$ cat src/sv/kswe_pkg.sv
`timescale 1ns / 1ps

package kswe_pkg;

    localparam int MAX_LEN    = 4096;
    localparam int KMER_LEN   = 8;
    localparam int KMER_SPACE = 65536;

    localparam int POS_W  = $clog2(MAX_LEN);
    localparam int LEN_W  = POS_W + 1;
    localparam int KIDX_W = $clog2(KMER_SPACE);
    localparam int RUN_W  = $clog2(KMER_LEN + 1);
    localparam int WIN_W  = 7;
    localparam int SW     = LEN_W + 2;

    localparam logic [WIN_W-1:0] WIDTH_RESET = 7'd16;

    localparam logic [7:0] CHAR_A = 8'h41;
    localparam logic [7:0] CHAR_C = 8'h43;
    localparam logic [7:0] CHAR_G = 8'h47;
    localparam logic [7:0] CHAR_T = 8'h54;

    typedef struct packed {
        logic       kind;
        logic [7:0] seq_byte;
        logic       last;
    } t_item;

    typedef struct packed {
        logic [6:0]  best_matches;
        logic [11:0] donor_pos;
        logic [11:0] acceptor_pos;
        logic        found;
    } t_result;

    typedef struct packed {
        logic clr;
        logic step;
    } t_kmer_ctl;

    typedef struct packed {
        logic       valid;
        logic [1:0] code;
    } t_base;

    typedef enum logic [4:0] {
        S_CLR,
        S_IDLE,
        S_CNT_RD,
        S_CNT_K,
        S_CNT_W,
        S_PFX_RD,
        S_PFX_W,
        S_FIL_RD,
        S_FIL_K,
        S_FIL_W,
        S_SCN_RD,
        S_SCN_K,
        S_SCN_B,
        S_HIT_RD,
        S_HIT_P,
        S_WIN_A,
        S_WIN_B,
        S_W1_RD,
        S_W1_C,
        S_W2_RD,
        S_W2_C1,
        S_W2_C2,
        S_W_END,
        S_DONE
    } t_state;

    function automatic t_base base_code(input logic [7:0] b);
        t_base r;
        r.valid = 1'b1;
        case (b)
            CHAR_A:  r.code = 2'd0;
            CHAR_C:  r.code = 2'd1;
            CHAR_G:  r.code = 2'd2;
            CHAR_T:  r.code = 2'd3;
            default: begin
                r.code  = 2'd0;
                r.valid = 1'b0;
            end
        endcase
        return r;
    endfunction

endpackage

$ cat src/sv/kswe_kmer.sv
`timescale 1ns / 1ps

module kswe_kmer
    import kswe_pkg::*;
(
    input  logic              i_clk,
    input  logic              i_rst_n,
    input  t_kmer_ctl         i_ctl,
    input  logic [7:0]        i_byte,
    output logic              o_fire,
    output logic [KIDX_W-1:0] o_idx
);

    logic [RUN_W-1:0]  r_run;
    logic [KIDX_W-1:0] r_oligo;
    logic [RUN_W-1:0]  n_run;
    logic [KIDX_W-1:0] n_oligo;
    t_base             base;

    // restart on a non-ACGT byte, hold the run below a full k-mer
    always_comb begin
        base    = base_code(i_byte);
        o_fire  = base.valid && (r_run == RUN_W'(KMER_LEN - 1));
        n_oligo = base.valid ? {r_oligo[KIDX_W-3:0], base.code} : '0;
        o_idx   = n_oligo;
        if (!base.valid) begin
            n_run = '0;
        end else if (o_fire) begin
            n_run = r_run;
        end else begin
            n_run = r_run + RUN_W'(1);
        end
    end

    always_ff @(posedge i_clk) begin
        if (!i_rst_n || i_ctl.clr) begin
            r_run   <= '0;
            r_oligo <= '0;
        end else if (i_ctl.step) begin
            r_run   <= n_run;
            r_oligo <= n_oligo;
        end
    end

endmodule

$ cat config.mk
export PLATFORM = sky130hd
export DESIGN_NAME = kswe_kmer
export DESIGN_NICKNAME = d
export VERILOG_FILES = /design/src/sv/kswe_pkg.sv /design/src/sv/kswe_kmer.sv
export SDC_FILE = /design/constraint.sdc
export NUM_CORES = 1
export LEC_CHECK = 0
export ABC_AREA = 1
export BUFFER_PORTS_ARGS = -buffer_cell sky130_fd_sc_hd__buf_2
export CORE_MARGIN = 5
export CORE_UTILIZATION = 40
export DETAILED_ROUTE_END_ITERATION = 7
export PLACE_DENSITY_LB_ADDON = 0.25
export SLEW_MARGIN = 15
export SYNTH_ARGS = -nofsm -noshare
export SYNTH_HDL_FRONTEND = slang
export SYNTH_SLANG_ARGS = --single-unit
$ cat constraint.sdc
create_clock -name i_clk -period 1.92 [get_ports i_clk]
set_input_delay 0.192 -clock i_clk [delete_from_list [all_inputs] [get_ports i_clk]]
set_output_delay 0.192 -clock i_clk [all_outputs]
set_load 0.005 [all_outputs]
**Word level (Yosys, flattened, before mapping)**

Index checks and enable logic that the tools add are counted.

- Multiplexer cells: 5
- $add $sub $neg: 1
- Eq/ne operators: 6
- Reductions and logical operators: 5

Operator list:

| cell | count |
|---|---|
| $eq A8 B7 Y1 const B | 4 |
| $mux W16 | 1 |
| $mux W4 | 2 |
| $pmux W2 S3 | 1 |
| $add A4 B1 Y4 const B | 1 |
| $eq A4 B3 Y1 const B | 1 |
| $reduce_or A4 Y1 | 1 |
| $ne A2 B2 Y1 const B | 1 |
| $reduce_and A2 Y1 | 1 |
| $logic_and A1 B1 Y1 | 1 |
| $logic_not A1 Y1 | 1 |
| $logic_or A1 B1 Y1 | 1 |
| $mux W1 | 1 |

- Output and inout port bits: 17
- Register bits: 18
- Input port bits: 12

**Depth between registers and ports, before layout**

Gate-level depths: netlist of run 1.

- Depth after elaboration: 6
- Depth in mapped cells: 10

**Worst setup path after synthesis of run 1**

OpenSTA, ideal clock, no wires.

- Kind: input -> output
- Start point: input i_byte[7]
- End point: output o_idx[14]
- Slack: 0.777 ns
- Arrival time: 0.951 ns
- Path buffers: 1
- Stages: 8
- Cells stage by stage: inv_1 nand2_2 nor2_2 nand3_1 nand2_4 buf_12 inv_1 nor2_1

- Cells in the longest elaborated chain, start to end: 4
- Elaborated cells on any way between the ends: 7

RTL lines:

| element | RTL line | source |
|---|---|---|
| start, declared | kswe_kmer.sv:9 | `input logic [7:0] i_byte,` |
| $eq A8 B7 Y1 | kswe_pkg.sv:76 | `case (b)` |
| $reduce_or A4 Y1 (no source line) * | n/a |  |
| $mux W1 * | kswe_pkg.sv:76 |  |
| $mux W16 * | kswe_kmer.sv:24 | `n_oligo = base.valid ? {r_oligo[KIDX_W-3:0], base.code} : '0;` |
| end, declared | kswe_kmer.sv:11 | `output logic [KIDX_W-1:0] o_idx` |

Every way passes the cells marked *; elsewhere a longest branch is shown, timed or not.

**Worst setup path in the final report of run 1**

- Start point: register r_run[0]
- End point: output o_fire

- Cells in the longest elaborated chain, start to end: 2

RTL lines:

| element | RTL line | source |
|---|---|---|
| start, declared | kswe_kmer.sv:14 | `logic [RUN_W-1:0] r_run;` |
| start signal, assigned | kswe_kmer.sv:40 | `r_run <= n_run;` |
| $eq A4 B3 Y1 | kswe_kmer.sv:23 | `o_fire = base.valid && (r_run == RUN_W'(KMER_LEN - 1));` |
| $logic_and A1 B1 Y1 | kswe_kmer.sv:23 |  |
| end, declared | kswe_kmer.sv:10 | `output logic o_fire,` |

No other way between the ends.

==> results of run 1 <==
cell type report:
class	count	area (µm²)	area share, %
inverters	30	112.6	9.657
repair buffers	29	147.6	12.66
well taps	30	37.54	3.219
clock buffers	4	36.28	3.112
multi-input cells	81	471.7	40.45
flip-flops and latches	18	360.3	30.90
routing by layer:
| layer | wire length, µm | track usage (%) | up-vias |
|---|---|---|---|
| met3 | 154 | 1.961 | 5 |
| li1 | - | - | 475 |
| met5 | 0 | 0 | - |
| met1 | 845 | 14.83 | 389 |
| met4 | 58 | 7.595 | 0 |
| met2 | 823 | 18.41 | 27 |
cell usage after synthesis (all sizes together):
library cell  instances  area, µm²
o21ai                14      70.07
clkbuf                3      11.26
nor2                 11      43.80
nand4                 4      25.02
inv                  30      112.6
o31ai                 1      7.510
dfxtp                18      360.4
a21oi                17      118.9
ha                    1      12.51
xor2                  2      17.52
nand3                 4      20.02
nand2                27      156.4
buf                   2      25.02
stage by stage:
stage / area (µm²) / setup WS [ns] / std cells
after floorplan: 980.9 / 0.7768 / 134
after global placement: 1130 / 0.5600 / 188
after detailed placement: 1130 / 0.5164 / 188
after CTS: 1166 / 0.2945 / 192
after global routing: 1166 / 0.1965 / 192
final: 1166 / 0.3242 / 192
flip-flops by register name, indices dropped and copies added, names as in the netlist:
name	cells
r_oligo	14
r_run	4
power breakdown:
group | total (W) | switching (W) | internal, W
clock | 0.000238 | 0.000122 | 0.000116
combinational | 0.0000610 | 0.0000390 | 0.0000220
sequential | 0.000387 | 0.00000512 | 0.000382
total | 0.000686 | 0.000166 | 0.000520
logic make-up after synthesis:
logic type | count (synthesis) | share of synthesized area (%)
AND/OR/NAND/NOR | 46 | 25.00
XOR/XNOR | 2 | 1.786
buffers and inverters | 35 | 15.18
adder cells (fa/ha/maj) | 1 | 1.275
flip-flops | 18 | 36.74
AO/OA/AOI/OAI | 32 | 20.03
worst min path at each step:
stage	to	start	cells past startpoint	slack, ns
after detailed placement	r_oligo[5]	r_oligo[3]	2	0.47
after global routing	r_oligo[1]	i_byte[2]	5	0.34
after global placement	r_oligo[13]	r_oligo[11]	2	0.47
after floorplan	r_run[3]	i_ctl[0]	3	0.36
final	r_oligo[9]	i_ctl[1]	5	0.32
after CTS	r_oligo[9]	i_ctl[1]	5	0.31
worst min-delay path: stages:
cell and delay [ns]:
buf_2 0.07, nor2_1 0.03, buf_4 0.16, o21ai_0 0.08, a21oi_1 0.04
==> impl_metrics.env, run 1 <==
export IMPL_post_route_util_pct=48.39
export IMPL_cts_tree="built"
export IMPL_cp_depth=6
export IMPL_endpoint="o_fire"
export IMPL_synth_seq_cells=18
export IMPL_ios=29
export IMPL_worst_slew_pin_slew_ns=0.6125
export IMPL_coreArea_um2=2410
export IMPL_clock_latency_ns=0.30
export IMPL_slew_headroom_pct=59.17
export IMPL_grt_antenna_before_repair=0
export IMPL_antenna_cells=0
export IMPL_cp_arrival_ns=1.40
export IMPL_r2r_slack_ns=0.64
export IMPL_avgViaCountPerCell=4.667
export IMPL_r2r_start="r_run[0]"
export IMPL_cap_violations=0
export IMPL_drc_errors=0
export IMPL_holdWs_ns=0.3169
export IMPL_fp_dieH_um=59.52
export IMPL_synth_area_um2=980.9
export IMPL_status="finished, final reports clean"
export IMPL_htreeDepth=1
export IMPL_totalPowerFinal_w=0.0006856
export IMPL_fin_setup_tns_ns=0
export IMPL_critPathRequiredTime_ns=1.73
export IMPL_hold_path_class="in -> reg"
export IMPL_start_util_pct=40.71
export IMPL_drive_above_1_share_pct=35.19
export IMPL_drt_initial_drc_count=44
export IMPL_drt_total_wl_mm=1.881
export IMPL_cts_resized=0
export IMPL_final_cell_mix="inv_1, buf_2, dfxtp_1"
export IMPL_nFillCells=246
export IMPL_hold_viol=0
export IMPL_grt_max_degree=34
export IMPL_cp_slowest_cell="dfxtp_1"
export IMPL_critical_path_top_delay_family="flip-flops"
export IMPL_ir_worst_vdd_mv=0.2654
export IMPL_postCtsSetupBuffers=0
export IMPL_final_common_cell="inv_1"
export IMPL_grt_pass1_wl_mm=3.236
export IMPL_r2r_end="r_run[0]"
export IMPL_root_buffer="clkbuf_4"
export IMPL_cts_sinks=18
export IMPL_die_area_um2=3543
export IMPL_gr_total_overflow=0
export IMPL_wl_per_cell_um=9.797
export IMPL_period_share_pct=83.11
export IMPL_skew_ns=0.008091
export IMPL_dr_pass1_iters=4
export IMPL_hold_buffers=0
export IMPL_ys_warn_count=0
export IMPL_crit_buf_inv=3
export IMPL_crit_fanout=5
export IMPL_worstSetupPathType="reg -> out"
export IMPL_final_nets=176
export IMPL_vias=896
export IMPL_grt_pass1_vias=784
export IMPL_rsz0062_at_grt="false"
export IMPL_ant_nets=0
export IMPL_drv_slew=0
export IMPL_post_route_min_period_ns=1.596
export IMPL_start_kind="flop"
export IMPL_power_density_nw_per_um2=588.0
export IMPL_rows=18
export IMPL_grt_usage_pct=11.78
export IMPL_power_leakage_nw=0.6942
export IMPL_crit_top_cell="inv_1"
export IMPL_clk_pin_slew_ns=0.11
export IMPL_cp_startpoint="r_run[0]"
export IMPL_rr_worst_depth=7
export IMPL_setup_violations=0
export IMPL_fmax_mhz=626.6
export IMPL_die_x_um=59.52
export IMPL_cts_buffers=3
export IMPL_cts_buffer_depth=2
export IMPL_io_buffers=28
export IMPL_syn2layout_area_growth_pct=18.88
export IMPL_avgSynthCellArea_um2=7.320
export IMPL_crit_chain="ha_1, nand3_1, inv_1, nand2_4, inv_1, buf_2"
export IMPL_seq_area_frac_synth_pct=36.73
export IMPL_cp_end_kind="primary output"
export IMPL_slowest_delay_ns=0.39
export IMPL_syn_inst=134
export IMPL_dp_hpwl_mm=1.436
export IMPL_ys_types=18
export IMPL_synth_nets=147
export IMPL_place_gp_congestion=0.7279
No activity file was read; power rests on OpenSTA's default activity.
==> run 2, diff against run 1 <==
==> constraint.sdc (replaced) <==
create_clock -name i_clk -period 1.7 [get_ports i_clk]
set_input_delay 0.17 -clock i_clk [delete_from_list [all_inputs] [get_ports i_clk]]
set_output_delay 0.17 -clock i_clk [all_outputs]
set_load 0.005 [all_outputs]
==> impl_metrics.env, run 2 (synthesized netlist as in run 1, its figures left out) <==
export IMPL_grt_antenna_before_repair=0
export IMPL_cp_end_kind="primary output"
export IMPL_ir_worst_vdd_mv=0.3331
export IMPL_power_leakage_nw=0.6964
export IMPL_post_route_util_pct=48.65
export IMPL_dr_pass1_iters=2
export IMPL_hold_buffers=0
export IMPL_fin_setup_tns_ns=0
export IMPL_grt_pass1_wl_mm=3.270
export IMPL_cts_resized=0
export IMPL_slew_headroom_pct=80.63
export IMPL_cp_arrival_ns=1.39
export IMPL_rsz0062_at_grt="false"
export IMPL_period_share_pct=91.49
export IMPL_totalPowerFinal_w=0.0007181
export IMPL_htreeDepth=1
export IMPL_drc_errors=0
export IMPL_crit_fanout=5
export IMPL_drive_above_1_share_pct=35.19
export IMPL_syn2layout_area_growth_pct=19.51
export IMPL_drt_total_wl_mm=1.873
export IMPL_critPathRequiredTime_ns=1.53
export IMPL_cts_sinks=18
export IMPL_setup_violations=0
export IMPL_grt_usage_pct=11.89
export IMPL_start_kind="flop"
export IMPL_die_area_um2=3543
export IMPL_ant_nets=0
export IMPL_grt_max_degree=34
export IMPL_rows=18
export IMPL_reg_top3="r_oligo x14, r_run x4"
export IMPL_antenna_cells=0
export IMPL_coreArea_um2=2410
export IMPL_wl_per_cell_um=9.755
export IMPL_drt_initial_drc_count=9
export IMPL_final_nets=177
export IMPL_grt_pass1_vias=817
export IMPL_die_x_um=59.52
export IMPL_cts_buffers=3
export IMPL_power_density_nw_per_um2=612.5
export IMPL_dp_hpwl_mm=1.435
export IMPL_place_gp_congestion=0.7282
export IMPL_avgViaCountPerCell=4.646
export IMPL_postCtsSetupBuffers=0
export IMPL_start_util_pct=40.71
export IMPL_worstSetupPathType="reg -> out"
export IMPL_post_route_min_period_ns=1.555
export IMPL_final_cell_mix="inv_1, buf_2, dfxtp_1"
export IMPL_clk_pin_slew_ns=0.10
export IMPL_io_buffers=28
export IMPL_skew_ns=0.001184
export IMPL_hold_viol=0
export IMPL_status="finished, final reports clean"
export IMPL_ios=29
export IMPL_clock_latency_ns=0.28
export IMPL_regMostFlops="r_oligo"
export IMPL_cts_tree="built"
export IMPL_vias=892
export IMPL_cap_violations=0
export IMPL_gr_total_overflow=0
export IMPL_fp_dieH_um=59.52
export IMPL_largest_register_ffs=14
export IMPL_final_common_cell="inv_1"
export IMPL_worst_slew_pin_slew_ns=0.2881
export IMPL_cts_buffer_depth=2
export IMPL_root_buffer="clkbuf_4"
export IMPL_hold_path_class="in -> reg"
export IMPL_fmax_mhz=643.0
export IMPL_drv_slew=0
-- run 2: worst max-delay path: stages, from the launching register on --
cell     delay [ns]
dfxtp_1        0.39
ha_1           0.20
nand3_1        0.17
inv_1          0.14
nand2_4        0.06
inv_1          0.05
buf_2          0.10
-- run 2: worst paths after layout --
kind / from / endpoint / slack [ns] / cells after the start
min: i_ctl[0] / r_oligo[12] / 0.28 / 3
min reg2reg: r_oligo[4] / r_oligo[6] / 0.48 / 2
max reg2reg: r_run[0] / r_run[0] / 0.43 / 7
max: r_run[0] / o_fire / 0.14 / 6
-- run 2: per-layer routing --
layer	share of wire [%]	track usage, %	vias to the layer above
li1	-	-	476
met1	44	14.36	392
met2	48	19.66	22
met3	6.9	1.525	2
met4	1.5	7.595	0
met5	0	0	-
-- run 2: power by group --
part           internal, W  total (W)  switching (W)
Combinational    0.0000296  0.0000742      0.0000445
Sequential        0.000431   0.000437     0.00000587
Clock            0.0000822   0.000207       0.000124
Total             0.000543   0.000718       0.000175
-- run 2: through the flow --
stage	cell area [µm²]	instances	hold slack, ns	setup slack, ns
global placement	1150	189	0.4662	0.3861
finish	1172	192	0.2772	0.1447
CTS	1172	192	0.2710	0.1282
detailed placement	1150	189	0.4704	0.3434
global route	1172	192	0.2672	0.008230
floorplan	980.9	134	0.3420	0.5946
-- run 2: layout make-up --
class | count | area [µm²]
fill | 245 | 1237
multi-input combinational | 81 | 471.7
sequential | 18 | 360.3
timing repair buffer | 30 | 167.7
inverter | 30 | 112.6
tap | 30 | 37.54
clock buffer | 3 | 22.52
==> run 3, diff against run 2 <==
--- a/config.mk
+++ b/config.mk
@@ -8,9 +8,10 @@
 export ABC_AREA = 1
 export BUFFER_PORTS_ARGS = -buffer_cell sky130_fd_sc_hd__buf_2
 export CORE_MARGIN = 5
-export CORE_UTILIZATION = 40
+export CORE_UTILIZATION = 25
 export DETAILED_ROUTE_END_ITERATION = 7
 export PLACE_DENSITY_LB_ADDON = 0.25
+export SETUP_SLACK_MARGIN = 0.5
 export SLEW_MARGIN = 15
 export SYNTH_ARGS = -nofsm -noshare
 export SYNTH_HDL_FRONTEND = slang
==> constraint.sdc (replaced) <==
create_clock -name i_clk -period 1.7 [get_ports i_clk]
set_input_delay 0.255 -clock i_clk [delete_from_list [all_inputs] [get_ports i_clk]]
set_output_delay 0.255 -clock i_clk [all_outputs]
set_load 0.005 [all_outputs]
==> impl_metrics.env, run 3 (synthesized netlist as in run 1, its figures left out) <==
export IMPL_htreeDepth=1
export IMPL_drv_slew=0
export IMPL_critPathRequiredTime_ns=1.44
export IMPL_fmax_mhz=715.6
export IMPL_io_buffers=28
export IMPL_root_buffer="clkbuf_8"
export IMPL_grt_antenna_before_repair=0
export IMPL_regMostFlops="r_oligo"
export IMPL_status="finished, final reports clean"
export IMPL_hold_buffers=0
export IMPL_crit_top_cell="nor2_4"
export IMPL_holdWs_ns=0.4482
export IMPL_die_area_um2=5277
export IMPL_dp_hpwl_mm=1.587
export IMPL_period_share_pct=82.20
export IMPL_cts_buffer_depth=2
export IMPL_drt_total_wl_mm=2.500
export IMPL_post_route_min_period_ns=1.397
export IMPL_cap_violations=0
export IMPL_cts_tree="built"
export IMPL_drive_above_1_share_pct=62.22
export IMPL_crit_chain="buf_6, inv_4, nand2_4, nor2_4, nand3_4, nand2_8, inv_6, nor2_4, buf_2"
export IMPL_syn2layout_area_growth_pct=69.13
export IMPL_slowest_delay_ns=0.18
export IMPL_fin_setup_tns_ns=0
export IMPL_crit_fanout=8
export IMPL_gr_total_overflow=0
export IMPL_cts_sinks=18
export IMPL_worstHoldStart="i_ctl[1]"
export IMPL_coreArea_um2=3744
export IMPL_drc_errors=0
export IMPL_cp_slowest_cell="nand2_8"
export IMPL_clock_latency_ns=0.25
export IMPL_vias=1015
export IMPL_rows=22
export IMPL_hold_path_class="in -> reg"
export IMPL_power_leakage_nw=0.9539
export IMPL_final_cell_mix="nand2_4, buf_2, buf_6, dfxtp_1, inv_1"
export IMPL_cp_arrival_ns=1.14
export IMPL_wl_per_cell_um=10.96
export IMPL_start_util_pct=26.20
export IMPL_place_gp_congestion=0.7683
export IMPL_fp_dieH_um=72.64
export IMPL_final_nets=195
export IMPL_grt_pass1_vias=977
export IMPL_die_x_um=72.64
export IMPL_reg_top3="r_oligo x14, r_run x4"
export IMPL_avgViaCountPerCell=4.452
export IMPL_ir_worst_vdd_mv=0.2142
export IMPL_power_density_nw_per_um2=509.7
export IMPL_worst_slew_pin_slew_ns=0.5508
export IMPL_clk_pin_slew_ns=0.07
export IMPL_cts_buffers=3
export IMPL_grt_max_degree=30
export IMPL_ant_nets=0
export IMPL_grt_pass1_wl_mm=4.057
export IMPL_r2r_start="r_run[0]"
export IMPL_drt_initial_drc_count=38
export IMPL_skew_ns=0.001968
export IMPL_slew_headroom_pct=63.28
export IMPL_cp_end_kind="primary output"
export IMPL_rsz0062_at_grt="true"
export IMPL_dr_pass1_iters=2
export IMPL_antenna_cells=0
export IMPL_start_kind="input pin"
export IMPL_cp_startpoint="i_byte[7]"
export IMPL_hold_viol=0
export IMPL_setup_violations=0
export IMPL_largest_register_ffs=14
export IMPL_worstSetupPathType="in -> out"
export IMPL_ios=29
export IMPL_grt_usage_pct=9.613
[run 3: cell type report]
| type | count | area, µm² |
|---|---|---|
| clock buffer | 3 | 41.29 |
| fill | 392 | 2085 |
| inverter | 30 | 125.1 |
| multi-input combinational | 82 | 681.9 |
| sequential | 18 | 362.8 |
| tap | 48 | 60.06 |
| timing repair buffer | 47 | 387.9 |
[run 3: report_power, final]
part	switching (W)	total [W]	internal [W]
registers	0.00000822	0.000440	0.000432
clock network	0.000134	0.000291	0.000157
logic	0.0000668	0.000115	0.0000479
[run 3: worst paths after layout]
path           endpoint  slack (ns)  cells past startpoint
max reg2reg    r_run[2]        0.62                      5
max           o_idx[14]        0.30                      9
min reg2reg  r_oligo[5]        0.48                      2
min          r_oligo[1]        0.45                      5
[run 3: critical path: cells and delay by family]
kind	cells	cell delay, ns
buffers and inverters	4	0.29
and+or+nand+nor	5	0.57
[run 3: metal layers]
| layer | GRT usage [%] | share of wire [%] | vias to the layer above |
|---|---|---|---|
| met2 | 16.83 | 52 | 22 |
| met3 | 2.479 | 5.7 | 4 |
| met4 | 4.098 | 1.1 | 0 |
| met1 | 10.95 | 42 | 474 |
| met5 | 0 | 0 | - |
| li1 | - | - | 515 |
[run 3: repair_timing]
action	4_1_cts	5_1_grt
pin swaps	20	20
gates cloned	1	0
resized for setup	38	36
setup buffers	15	2
setup endpoints to repair	19	22
[run 3: stage by stage]
step | power (W) | util, % | cell area (µm²) | std cells | setup slack (ns)
4_1_cts | 0.0008367 | 40.27 | 1508 | 226 | 0.3163
5_1_grt | 0.0008922 | 44.32 | 1659 | 228 | 0.2471
6_report | 0.0008456 | 44.32 | 1659 | 228 | 0.3025
3_3_place_gp | 0.0005224 | 31.85 | 1192 | 207 | 0.1913
2_1_floorplan | 0.0004964 | - | 1013 | 134 | 0.5011
3_5_place_dp | 0.0005249 | 31.85 | 1192 | 207 | 0.1566
